### config.mk
export PLATFORM = sky130hd
export DESIGN_NAME = ber_tlv_stream_parser
export DESIGN_NICKNAME = d
export VERILOG_FILES = /design/src/design/btlv_pkg.sv /design/src/design/ber_tlv_stream_parser.sv /design/src/design/btlv_csr.sv /design/src/design/btlv_decode.sv
export SDC_FILE = /design/constraint.sdc
export NUM_CORES = 1
export LEC_CHECK = 0
export ABC_AREA = 0
export BUFFER_PORTS_ARGS = -buffer_cell sky130_fd_sc_hd__buf_2
export CELL_PAD_IN_SITES_DETAIL_PLACEMENT = 0
export CELL_PAD_IN_SITES_GLOBAL_PLACEMENT = 2
export CORE_MARGIN = 2
export CORE_UTILIZATION = 37
export CTS_CLUSTER_SIZE = 10
export DETAILED_ROUTE_END_ITERATION = 12
export PLACE_DENSITY_LB_ADDON = 0.1
export SLEW_MARGIN = 5
export SYNTH_ARGS = -nofsm -noshare
export SYNTH_HDL_FRONTEND = slang
export SYNTH_SLANG_ARGS = --single-unit
### constraint.sdc
create_clock -name clock -period 4.6 [get_ports clock]
set_input_delay 0.23 -clock clock [delete_from_list [all_inputs] [get_ports clock]]
set_output_delay 0.23 -clock clock [all_outputs]
set_load 0.1 [all_outputs]
### src/design/btlv_pkg.sv
package btlv_pkg;

   // Limits of the parser
   localparam int TAG_BYTES_MAX = 4;
   localparam int RECORDS_MAX   = 32;

   // Field widths
   localparam int BYTE_W      = 8;
   localparam int KIND_W      = 2;
   localparam int REC_NUM_W   = 5;
   localparam int TAG_W       = 32;
   localparam int LEN_W       = 16;
   localparam int ERR_W       = 3;
   localparam int TAG_SEEN_W  = 3;
   localparam int LEN_LEFT_W  = 2;
   localparam int REC_CNT_W   = $clog2(RECORDS_MAX + 1);
   localparam int CSR_IDX_W   = 1;

   // Register indexes
   localparam logic [CSR_IDX_W-1:0] CSR_TAG_MODE = 1'd0;
   localparam logic [CSR_IDX_W-1:0] CSR_LEN_MODE = 1'd1;

   // Byte labels
   localparam logic [KIND_W-1:0] KIND_TAG     = 2'd0;
   localparam logic [KIND_W-1:0] KIND_LEN     = 2'd1;
   localparam logic [KIND_W-1:0] KIND_VALUE   = 2'd2;
   localparam logic [KIND_W-1:0] KIND_DISCARD = 2'd3;

   // Error codes
   localparam logic [ERR_W-1:0] ERR_NONE      = 3'd0;
   localparam logic [ERR_W-1:0] ERR_TAG_LONG  = 3'd1;
   localparam logic [ERR_W-1:0] ERR_BAD_LEN   = 3'd2;
   localparam logic [ERR_W-1:0] ERR_TRUNC     = 3'd3;
   localparam logic [ERR_W-1:0] ERR_RECORDS   = 3'd4;

   // BER markers
   localparam logic [4:0]        TAG_MORE_MARK = 5'h1F;
   localparam logic [BYTE_W-1:0] LEN_LONG_1    = 8'h81;
   localparam logic [BYTE_W-1:0] LEN_LONG_2    = 8'h82;

   typedef struct packed {
      logic tag_mode;
      logic len_mode;
   } btlv_cfg_type;

   typedef struct packed {
      logic [BYTE_W-1:0]    byte_out;
      logic [KIND_W-1:0]    byte_kind;
      logic [REC_NUM_W-1:0] record_number;
      logic [TAG_W-1:0]     tag_value;
      logic [LEN_W-1:0]     value_length;
      logic                 record_done;
      logic [ERR_W-1:0]     error_code;
      logic                 message_end;
   } btlv_rsp_type;

endpackage

### src/design/ber_tlv_stream_parser.sv
// Path: the input item is held in the input register, decoded, and the result is
//   captured in the result register that drives the rsp_ ports.
// Throughput: one item per cycle unless rsp_ready stalls a full result register;
//   the parser state updates in a single pass through the decode logic between the registers.
// Reset: synchronous, active high; clears both valid flags, the parser state
//   and the mode registers. Parser state also clears after each last byte.
module ber_tlv_stream_parser (
   input  logic                               clock,
   input  logic                               reset,
   input  logic                               req_valid,
   output logic                               req_ready,
   input  logic [btlv_pkg::BYTE_W-1:0]        req_data_byte,
   input  logic                               req_last_byte,
   output logic                               rsp_valid,
   input  logic                               rsp_ready,
   output logic [btlv_pkg::BYTE_W-1:0]        rsp_byte_out,
   output logic [btlv_pkg::KIND_W-1:0]        rsp_byte_kind,
   output logic [btlv_pkg::REC_NUM_W-1:0]     rsp_record_number,
   output logic [btlv_pkg::TAG_W-1:0]         rsp_tag_value,
   output logic [btlv_pkg::LEN_W-1:0]         rsp_value_length,
   output logic                               rsp_record_done,
   output logic [btlv_pkg::ERR_W-1:0]         rsp_error_code,
   output logic                               rsp_message_end,
   input  logic                               csr_valid,
   output logic                               csr_ready,
   input  logic [btlv_pkg::CSR_IDX_W-1:0]     csr_index,
   input  logic                               csr_wdata
);
   import btlv_pkg::*;

   logic              in_valid_ff, in_valid_in;
   logic [BYTE_W-1:0] in_byte_ff;
   logic              in_last_ff;
   logic              out_valid_ff, out_valid_in;
   btlv_rsp_type      out_ff;
   btlv_rsp_type      rsp_next;
   btlv_cfg_type      cfg;
   logic              advance;

   btlv_csr u_csr (
      .clock     (clock),
      .reset     (reset),
      .csr_valid (csr_valid),
      .csr_ready (csr_ready),
      .csr_index (csr_index),
      .csr_wdata (csr_wdata),
      .cfg       (cfg)
   );

   btlv_decode u_decode (
      .clock     (clock),
      .reset     (reset),
      .advance   (advance),
      .data_byte (in_byte_ff),
      .last_byte (in_last_ff),
      .cfg       (cfg),
      .rsp       (rsp_next)
   );

   // Move an item on when the result register is free or being drained
   assign advance      = in_valid_ff && (!out_valid_ff || rsp_ready);
   assign req_ready    = !in_valid_ff || advance;
   assign in_valid_in  = (req_valid && req_ready) || (in_valid_ff && !advance);
   assign out_valid_in = advance || (out_valid_ff && !rsp_ready);

   always_ff @(posedge clock) begin
      if (reset) begin
         in_valid_ff  <= 1'b0;
         out_valid_ff <= 1'b0;
      end else begin
         in_valid_ff  <= in_valid_in;
         out_valid_ff <= out_valid_in;
      end
   end

   // Capture the input item
   always_ff @(posedge clock) begin
      if (req_valid && req_ready) begin
         in_byte_ff <= req_data_byte;
         in_last_ff <= req_last_byte;
      end
   end

   // Capture the result item
   always_ff @(posedge clock) begin
      if (advance) begin
         out_ff <= rsp_next;
      end
   end

   assign rsp_valid         = out_valid_ff;
   assign rsp_byte_out      = out_ff.byte_out;
   assign rsp_byte_kind     = out_ff.byte_kind;
   assign rsp_record_number = out_ff.record_number;
   assign rsp_tag_value     = out_ff.tag_value;
   assign rsp_value_length  = out_ff.value_length;
   assign rsp_record_done   = out_ff.record_done;
   assign rsp_error_code    = out_ff.error_code;
   assign rsp_message_end   = out_ff.message_end;

   a_advance_fills : assert property (@(posedge clock) disable iff (reset)
      advance |=> out_valid_ff)
      else $error("advanced item lost before result register");

   a_no_overrun : assert property (@(posedge clock) disable iff (reset)
      (in_valid_ff && !advance) |-> !req_ready)
      else $error("input register overrun");

   a_stall_holds_input : assert property (@(posedge clock) disable iff (reset)
      (in_valid_ff && !advance) |=> in_valid_ff && $stable(in_byte_ff))
      else $error("stalled item changed in input register");

endmodule

### src/design/btlv_csr.sv
module btlv_csr (
   input  logic                            clock,
   input  logic                            reset,
   input  logic                            csr_valid,
   output logic                            csr_ready,
   input  logic [btlv_pkg::CSR_IDX_W-1:0]  csr_index,
   input  logic                            csr_wdata,
   output btlv_pkg::btlv_cfg_type          cfg
);
   import btlv_pkg::*;

   logic tag_mode_ff, tag_mode_in;
   logic len_mode_ff, len_mode_in;

   // Always take writes
   assign csr_ready = 1'b1;

   // Decode the write index
   always_comb begin
      tag_mode_in = tag_mode_ff;
      len_mode_in = len_mode_ff;
      if (csr_valid) begin
         case (csr_index)
            CSR_TAG_MODE: tag_mode_in = csr_wdata;
            CSR_LEN_MODE: len_mode_in = csr_wdata;
            default: begin
               tag_mode_in = tag_mode_ff;
               len_mode_in = len_mode_ff;
            end
         endcase
      end
   end

   always_ff @(posedge clock) begin
      if (reset) begin
         tag_mode_ff <= 1'b0;
         len_mode_ff <= 1'b0;
      end else begin
         tag_mode_ff <= tag_mode_in;
         len_mode_ff <= len_mode_in;
      end
   end

   assign cfg.tag_mode = tag_mode_ff;
   assign cfg.len_mode = len_mode_ff;

endmodule

### src/design/btlv_decode.sv
module btlv_decode (
   input  logic                             clock,
   input  logic                             reset,
   input  logic                             advance,
   input  logic [btlv_pkg::BYTE_W-1:0]      data_byte,
   input  logic                             last_byte,
   input  btlv_pkg::btlv_cfg_type           cfg,
   output btlv_pkg::btlv_rsp_type           rsp
);
   import btlv_pkg::*;

   localparam logic [1:0] PH_TAG_FIRST = 2'd0;
   localparam logic [1:0] PH_TAG_MORE  = 2'd1;
   localparam logic [1:0] PH_LEN       = 2'd2;
   localparam logic [1:0] PH_VALUE     = 2'd3;

   logic [1:0]            phase_ff, phase_in;
   logic [TAG_SEEN_W-1:0] tag_seen_ff, tag_seen_in;
   logic [TAG_W-1:0]      tag_accum_ff, tag_accum_in;
   logic [LEN_LEFT_W-1:0] len_left_ff, len_left_in;
   logic [LEN_W-1:0]      len_accum_ff, len_accum_in;
   logic [LEN_W-1:0]      value_left_ff, value_left_in;
   logic [REC_CNT_W-1:0]  rec_count_ff, rec_count_in;
   logic                  error_ff, error_in;

   logic [TAG_SEEN_W:0]   seen_inc;
   logic [LEN_W-1:0]      len_new;
   logic [LEN_W-1:0]      value_dec;
   logic                  rec_full;
   logic                  rec_room;
   logic [KIND_W-1:0]     kind;
   logic [ERR_W-1:0]      err;
   logic                  done;

   assign seen_inc  = {1'b0, tag_seen_ff} + 1'b1;
   assign len_new   = (len_left_ff == '0) ? {{(LEN_W-BYTE_W){1'b0}}, data_byte}
                                          : {len_accum_ff[LEN_W-BYTE_W-1:0], data_byte};
   assign value_dec = (value_left_ff != '0) ? value_left_ff - 1'b1 : '0;
   assign rec_full  = rec_count_ff >= REC_CNT_W'(RECORDS_MAX);
   assign rec_room  = rec_count_ff <  REC_CNT_W'(RECORDS_MAX);

   // Work out the label and the updated parser state for this byte
   always_comb begin
      phase_in      = phase_ff;
      tag_seen_in   = tag_seen_ff;
      tag_accum_in  = tag_accum_ff;
      len_left_in   = len_left_ff;
      len_accum_in  = len_accum_ff;
      value_left_in = value_left_ff;
      rec_count_in  = rec_count_ff;
      error_in      = error_ff;
      kind          = KIND_DISCARD;
      err           = ERR_NONE;
      done          = 1'b0;
      if (!error_ff) begin
         case (phase_ff)
            PH_TAG_FIRST: begin
               if (rec_full) begin
                  err      = ERR_RECORDS;
                  error_in = 1'b1;
               end else begin
                  tag_accum_in  = {{(TAG_W-BYTE_W){1'b0}}, data_byte};
                  len_accum_in  = '0;
                  len_left_in   = '0;
                  value_left_in = '0;
                  tag_seen_in   = '0;
                  if (cfg.tag_mode && data_byte[4:0] == TAG_MORE_MARK) begin
                     if (TAG_BYTES_MAX <= 1) begin
                        err      = ERR_TAG_LONG;
                        error_in = 1'b1;
                     end else begin
                        tag_seen_in = TAG_SEEN_W'(1);
                        phase_in    = PH_TAG_MORE;
                        kind        = KIND_TAG;
                     end
                  end else begin
                     phase_in = PH_LEN;
                     kind     = KIND_TAG;
                  end
               end
            end
            PH_TAG_MORE: begin
               if (data_byte[BYTE_W-1] && seen_inc >= (TAG_SEEN_W+1)'(TAG_BYTES_MAX)) begin
                  err      = ERR_TAG_LONG;
                  error_in = 1'b1;
               end else begin
                  tag_accum_in = {tag_accum_ff[TAG_W-BYTE_W-1:0], data_byte};
                  if (data_byte[BYTE_W-1]) begin
                     tag_seen_in = seen_inc[TAG_SEEN_W-1:0];
                  end else begin
                     tag_seen_in = '0;
                     phase_in    = PH_LEN;
                  end
                  kind = KIND_TAG;
               end
            end
            PH_LEN: begin
               kind = KIND_LEN;
               if (len_left_ff == '0 && cfg.len_mode && data_byte[BYTE_W-1]) begin
                  // Long form header
                  if (data_byte == LEN_LONG_1) begin
                     len_left_in = LEN_LEFT_W'(1);
                  end else if (data_byte == LEN_LONG_2) begin
                     len_left_in = LEN_LEFT_W'(2);
                  end else begin
                     kind     = KIND_DISCARD;
                     err      = ERR_BAD_LEN;
                     error_in = 1'b1;
                  end
               end else begin
                  len_accum_in = len_new;
                  len_left_in  = (len_left_ff == '0) ? '0 : len_left_ff - 1'b1;
                  // Length complete: close at once on zero length
                  if (len_left_ff <= LEN_LEFT_W'(1)) begin
                     len_left_in = '0;
                     if (len_new == '0) begin
                        done     = 1'b1;
                        phase_in = PH_TAG_FIRST;
                        if (rec_room) begin
                           rec_count_in = rec_count_ff + 1'b1;
                        end
                     end else begin
                        value_left_in = len_new;
                        phase_in      = PH_VALUE;
                     end
                  end
               end
            end
            default: begin
               kind          = KIND_VALUE;
               value_left_in = value_dec;
               if (value_dec == '0) begin
                  done     = 1'b1;
                  phase_in = PH_TAG_FIRST;
                  if (rec_room) begin
                     rec_count_in = rec_count_ff + 1'b1;
                  end
               end
            end
         endcase
         // Flag a message that ends inside a record
         if (last_byte && !error_in && phase_in != PH_TAG_FIRST) begin
            err = ERR_TRUNC;
         end
      end
   end

   // Advance the parser; drop back to reset after the last byte
   always_ff @(posedge clock) begin
      if (reset || (advance && last_byte)) begin
         phase_ff      <= PH_TAG_FIRST;
         tag_seen_ff   <= '0;
         tag_accum_ff  <= '0;
         len_left_ff   <= '0;
         len_accum_ff  <= '0;
         value_left_ff <= '0;
         rec_count_ff  <= '0;
         error_ff      <= 1'b0;
      end else if (advance) begin
         phase_ff      <= phase_in;
         tag_seen_ff   <= tag_seen_in;
         tag_accum_ff  <= tag_accum_in;
         len_left_ff   <= len_left_in;
         len_accum_ff  <= len_accum_in;
         value_left_ff <= value_left_in;
         rec_count_ff  <= rec_count_in;
         error_ff      <= error_in;
      end
   end

   assign rsp.byte_out      = data_byte;
   assign rsp.byte_kind     = kind;
   assign rsp.record_number = rec_count_ff[REC_NUM_W-1:0];
   assign rsp.tag_value     = tag_accum_in;
   assign rsp.value_length  = len_accum_in;
   assign rsp.record_done   = done;
   assign rsp.error_code    = err;
   assign rsp.message_end   = last_byte;

   a_rec_count_bound : assert property (@(posedge clock) disable iff (reset)
      rec_count_ff <= REC_CNT_W'(RECORDS_MAX))
      else $error("record count past limit");

   a_value_left : assert property (@(posedge clock) disable iff (reset)
      phase_ff == PH_VALUE |-> value_left_ff != '0)
      else $error("value phase with no bytes left");

   a_len_left_phase : assert property (@(posedge clock) disable iff (reset)
      len_left_ff != '0 |-> phase_ff == PH_LEN)
      else $error("length bytes pending outside length phase");

   a_err_discard : assert property (@(posedge clock) disable iff (reset)
      (err != ERR_NONE && err != ERR_TRUNC) |-> kind == KIND_DISCARD)
      else $error("error byte not discarded");

endmodule
==> run summary <==
The leftover overflow at the end of global routing was 0. Synthesized instance count: 720. Ratio of routed vias to standard cells: 5.415. The tools report the type of element launching the critical path as a flip-flop. TritonCTS built the clock tree.

The run finished with clean final reports. No sink is reached through more buffers than the 2 on the longest clock path. Sequential cells were found to cover 55.36% of the synthesized design area. STA puts the critical path data arrival time at 3.06 ns. The run gives 371.5 MHz as the highest achievable clock rate. Counting I/O delays and the setup requirement, the final critical path takes 2.692 ns.

For the leakage power, the log shows 0.003060 uW. Across the VDD grid, the largest voltage drop is 0.2255 mV. The H-tree depth came out at 4.

The count of unresolved DRC violations after routing is 0. The number of synthesized flops with an enable pin is 77. The post-detailed-route wirelength per cell came out at 19.05 um. Number of failing setup endpoints in the final timing report: 0.

Setup repair after global routing left no endpoint under its margin. The summed instance area of the synthesized netlist was 0.007142 mm2. The tool flagged a number of max-cap violations equal to 0.

In the synthesized netlist the async set-or-reset flop fraction comes to 0%. The kind of critical path is flip-flop to flip-flop. In this run the critical register-to-register path is captured at u_decode.len_accum_ff[4]. The run gives 32310 um as the wire length of the first global-routing pass. The clock-pin slew on the worst setup and hold paths came out at 0.07 ns. The tools report the clock root buffer master as clkbuf_16. The layer flagged by global routing as most heavily used is met2. The setup check on the worst reg-to-reg path leaves a slack of 1.91 ns. The logs give 4.96 ns for the data required time at the worst endpoint and 0.8622 for the routability-driven placement congestion ratio. The synthesis-stage register bit count was 159; the number of sinks on the clock net was 159. Global routing used 20.65% of the available tracks across all layers. The final number of hold-violating endpoints is 0, and the transition time at the pin with the least slew margin is 1.106 ns. For this design the top-level I/O count stands at 87. The number of nets handed over by synthesis was 740. Depth of the worst register-to-register path: 7.

Of the cells placed in the final design, the portion with a size suffix greater than 1 is 18.32%. Once the clock tree was built, the resizer swapped 0 gates to a different size. Prior to clock tree synthesis, the placed netlist has a worst setup slack of 1.913 ns. The clock insertion delay at the later pin of the skew report is 0.43 ns, and the final layout net count is 815. Core region area: 0.01883 mm2. The detailed placement HPWL is 13370 um, and the final-layout worst hold slack is 0.02543 ns. Global routing used 34.30% of the available met2 tracks.

The origin of the worst min-delay path was req_valid. For met1 alone, demand over resource in global routing was 26.65%. The startpoint identified for the worst register-to-register timing path is u_decode.phase_ff[0]. Adding up every negative setup slack in the final design gives 0 ns. Along the worst path, the maximum fanout reaches 21.

Pin count of the biggest net entering global routing: 38. The post-place instance area was 0.007786 mm2; the per-instance average area after synthesis was 9.919 um2. For the largest clock skew in the final design, the log shows 0.01437 ns. The share of the cycle needed by the critical path after routing was 58.52%; the number of synthesis warnings was 0.

The total power divided by cell area works out to 406.6 mW/mm2. The number of core rows is 50, and the die outline width is 142.9 um. For the via count of the first global-routing pass, the log shows 5664. The number of slew-limit violations in the final report is 0. The worst hold path passes through 3 cells.

STA classifies the critical path endpoint as a flip-flop. The via count of the routed design is 5783, and the length of the first detailed-routing pass in iterations is 5. In this run the tightest slew margin relative to its limit is 25.67%.

Wires add up to 20350 um. With fillers left out, the area of the finished cells amounts to 0.008462 mm2. The floorplan step defined a die boundary enclosing 0.02043 mm2. The worst hold-check path type is input port to flip-flop. The number of antenna cells inserted was 0. The initial antenna violation count is 0. The met3 track demand over resource in global routing is 3.856%. Yosys mapped the design onto 63 distinct sky130hd cell types. The worst hold path terminates at in_valid_ff.

Once routing completed, OpenROAD measured the worst setup slack at 1.908 ns. The count of input and output buffers was 85. The detailed router finished its first iteration with 319 violations.

The area growth from synthesis to layout is 18.48%. The detail route stage leaves a number of antenna-violating nets equal to 0. For the number of CTS-inserted buffers, the log shows 17. The run gives 0 as the post-CTS setup buffer count. The effective utilization at floorplan is 37.93%, and the number of buffers inserted for hold repair after clock tree synthesis is 9. The most used flip-flop cell after synthesis is dfxtp_1.

The height of the die was 142.9 um.
report_power, final:
| part | total, uW | internal [uW] | switching [uW] | leakage [uW] |
|---|---|---|---|---|
| Combinational | 468 | 108 | 360 | 0.00137 |
| Sequential | 1570 | 1530 | 42.7 | 0.00141 |
| Clock | 1400 | 752 | 651 | 0.000283 |
| Total | 3440 | 2390 | 1050 | 0.00306 |
metal layers:
metal / vias up / wire length, um / part of all wire (%)
met5: - / 0 / 0
met2: 145 / 9848 / 48
met3: 35 / 821 / 4.0
li1: 2800 / - / -
met1: 2803 / 9149 / 45
met4: 0 / 530 / 2.6
layout make-up:
type / instances / area [um2]
Clock inverter: 14 / 135.1
Sequential cell: 159 / 3954
Timing Repair Buffer: 105 / 598.1
Fill cell: 1789 / 10370
Inverter: 31 / 117.6
Tap cell: 260 / 325.3
Clock buffer: 18 / 450.4
Multi-Input combinational cell: 481 / 2882
cell usage after synthesis, drive strengths merged (2+ instances only):
master  count  area, um2
nor2       68      255.2
a22oi      32      240.2
nor2b       6      37.54
xor2        4      35.03
a21oi      75      375.4
a211oi     13      97.59
nor3       11      55.05
o41ai       3      26.28
a22o       17      148.9
dfxtp      82       1642
a21o        4      30.03
ha          4      50.05
nor3b       2      15.01
mux2i      12      120.1
a31o        3      26.28
or4         6      46.30
and3        4      25.02
o21bai      2      15.01
nand2b      5      31.28
buf         6      36.29
nand2      80      300.3
nand3      14      70.07
or2         2      12.51
inv        29      108.9
edfxtp     77       2312
mux2        3      37.53
nand4       4      25.02
a31oi       5      31.28
o211ai     18      135.1
clkbuf     43      161.4
o32ai       2      17.52
or3         3      18.77
and2       13      81.33
xnor2       3      26.28
o21ai      25      128.9
a32o       10      100.1
nand3b      2      15.01
clkinv      2      7.510
nor4       11      105.1
worst max path at each step:
stage | from | to | cells past startpoint
after floorplan | rsp_valid | u_decode.error_ff | 6
final | u_decode.phase_ff[0] | u_decode.len_accum_ff[4] | 7
after detailed placement | rsp_valid | u_decode.rec_count_ff[4] | 8
after CTS | rsp_valid | u_decode.rec_count_ff[4] | 8
after global placement | rsp_ready | u_decode.rec_count_ff[4] | 9
after global routing | rsp_valid | u_decode.rec_count_ff[2] | 9
metrics by stage:
stage	cells	util (%)	power, uW
detailed placement	1027	41.35	2064
CTS	1068	44.94	3478
finish	1068	44.94	3441
global placement	1027	41.35	2062
floorplan	720	-	1961
global route	1068	44.94	3572
critical path, cell delays in order, from the launching register on:
cell and delay (ns):
dfxtp_1 0.55, nor2b_1 0.72, nand3_1 0.24, nand2_1 0.52, a21oi_1 0.09, nor2_1 0.29
nand2_1 0.09, a21oi_1 0.13
flip-flops by register name, summed over array words and instances, names as in the netlist, 2 cells and up:
name,count
in_byte_ff,8
u_decode.phase_ff,2
rsp_tag_value,32
u_decode.tag_seen_ff,3
u_decode.tag_accum_ff,32
rsp_error_code,3
u_decode.len_accum_ff,16
rsp_byte_kind,2
u_decode.len_left_ff,2
rsp_record_number,5
rsp_byte_out,8
rsp_value_length,16
u_decode.value_left_ff,16
u_decode.rec_count_ff,6
cell usage in the layout (no fill, tap or decap), types with 4 or more instances in the layout:
master and count:
dfxtp_1 82, and3_1 4, nor2b_1 6, xor2_1 4
nand2b_1 5, o21ai_0 23, a211oi_1 13, clkbuf_16 18
inv_6 7, a32o_1 10, and2_1 13, a22o_1 17
nand2_1 80, edfxtp_1 77, dlygate4sd3_1 9, nor3_1 11
inv_1 29, buf_2 85, a31oi_1 5, nor2_1 67
a22oi_1 32, buf_4 11, nand3_1 14, ha_1 4
a21oi_1 74, nand4_1 4, nor4_1 8, or4_1 5
mux2i_1 12, o211ai_1 18
kinds of logic after synthesis:
family          after synthesis  synth area share, %
mux                          15                2.207
buf+inv                      80                4.397
xor+xnor                      7               0.8585
simple gates                235                15.87
flops                       159                55.36
compound gates              219                20.55
other cells                   1              0.05251
fa+ha+maj                     4               0.7008
(Power assumes the default switching activity.)
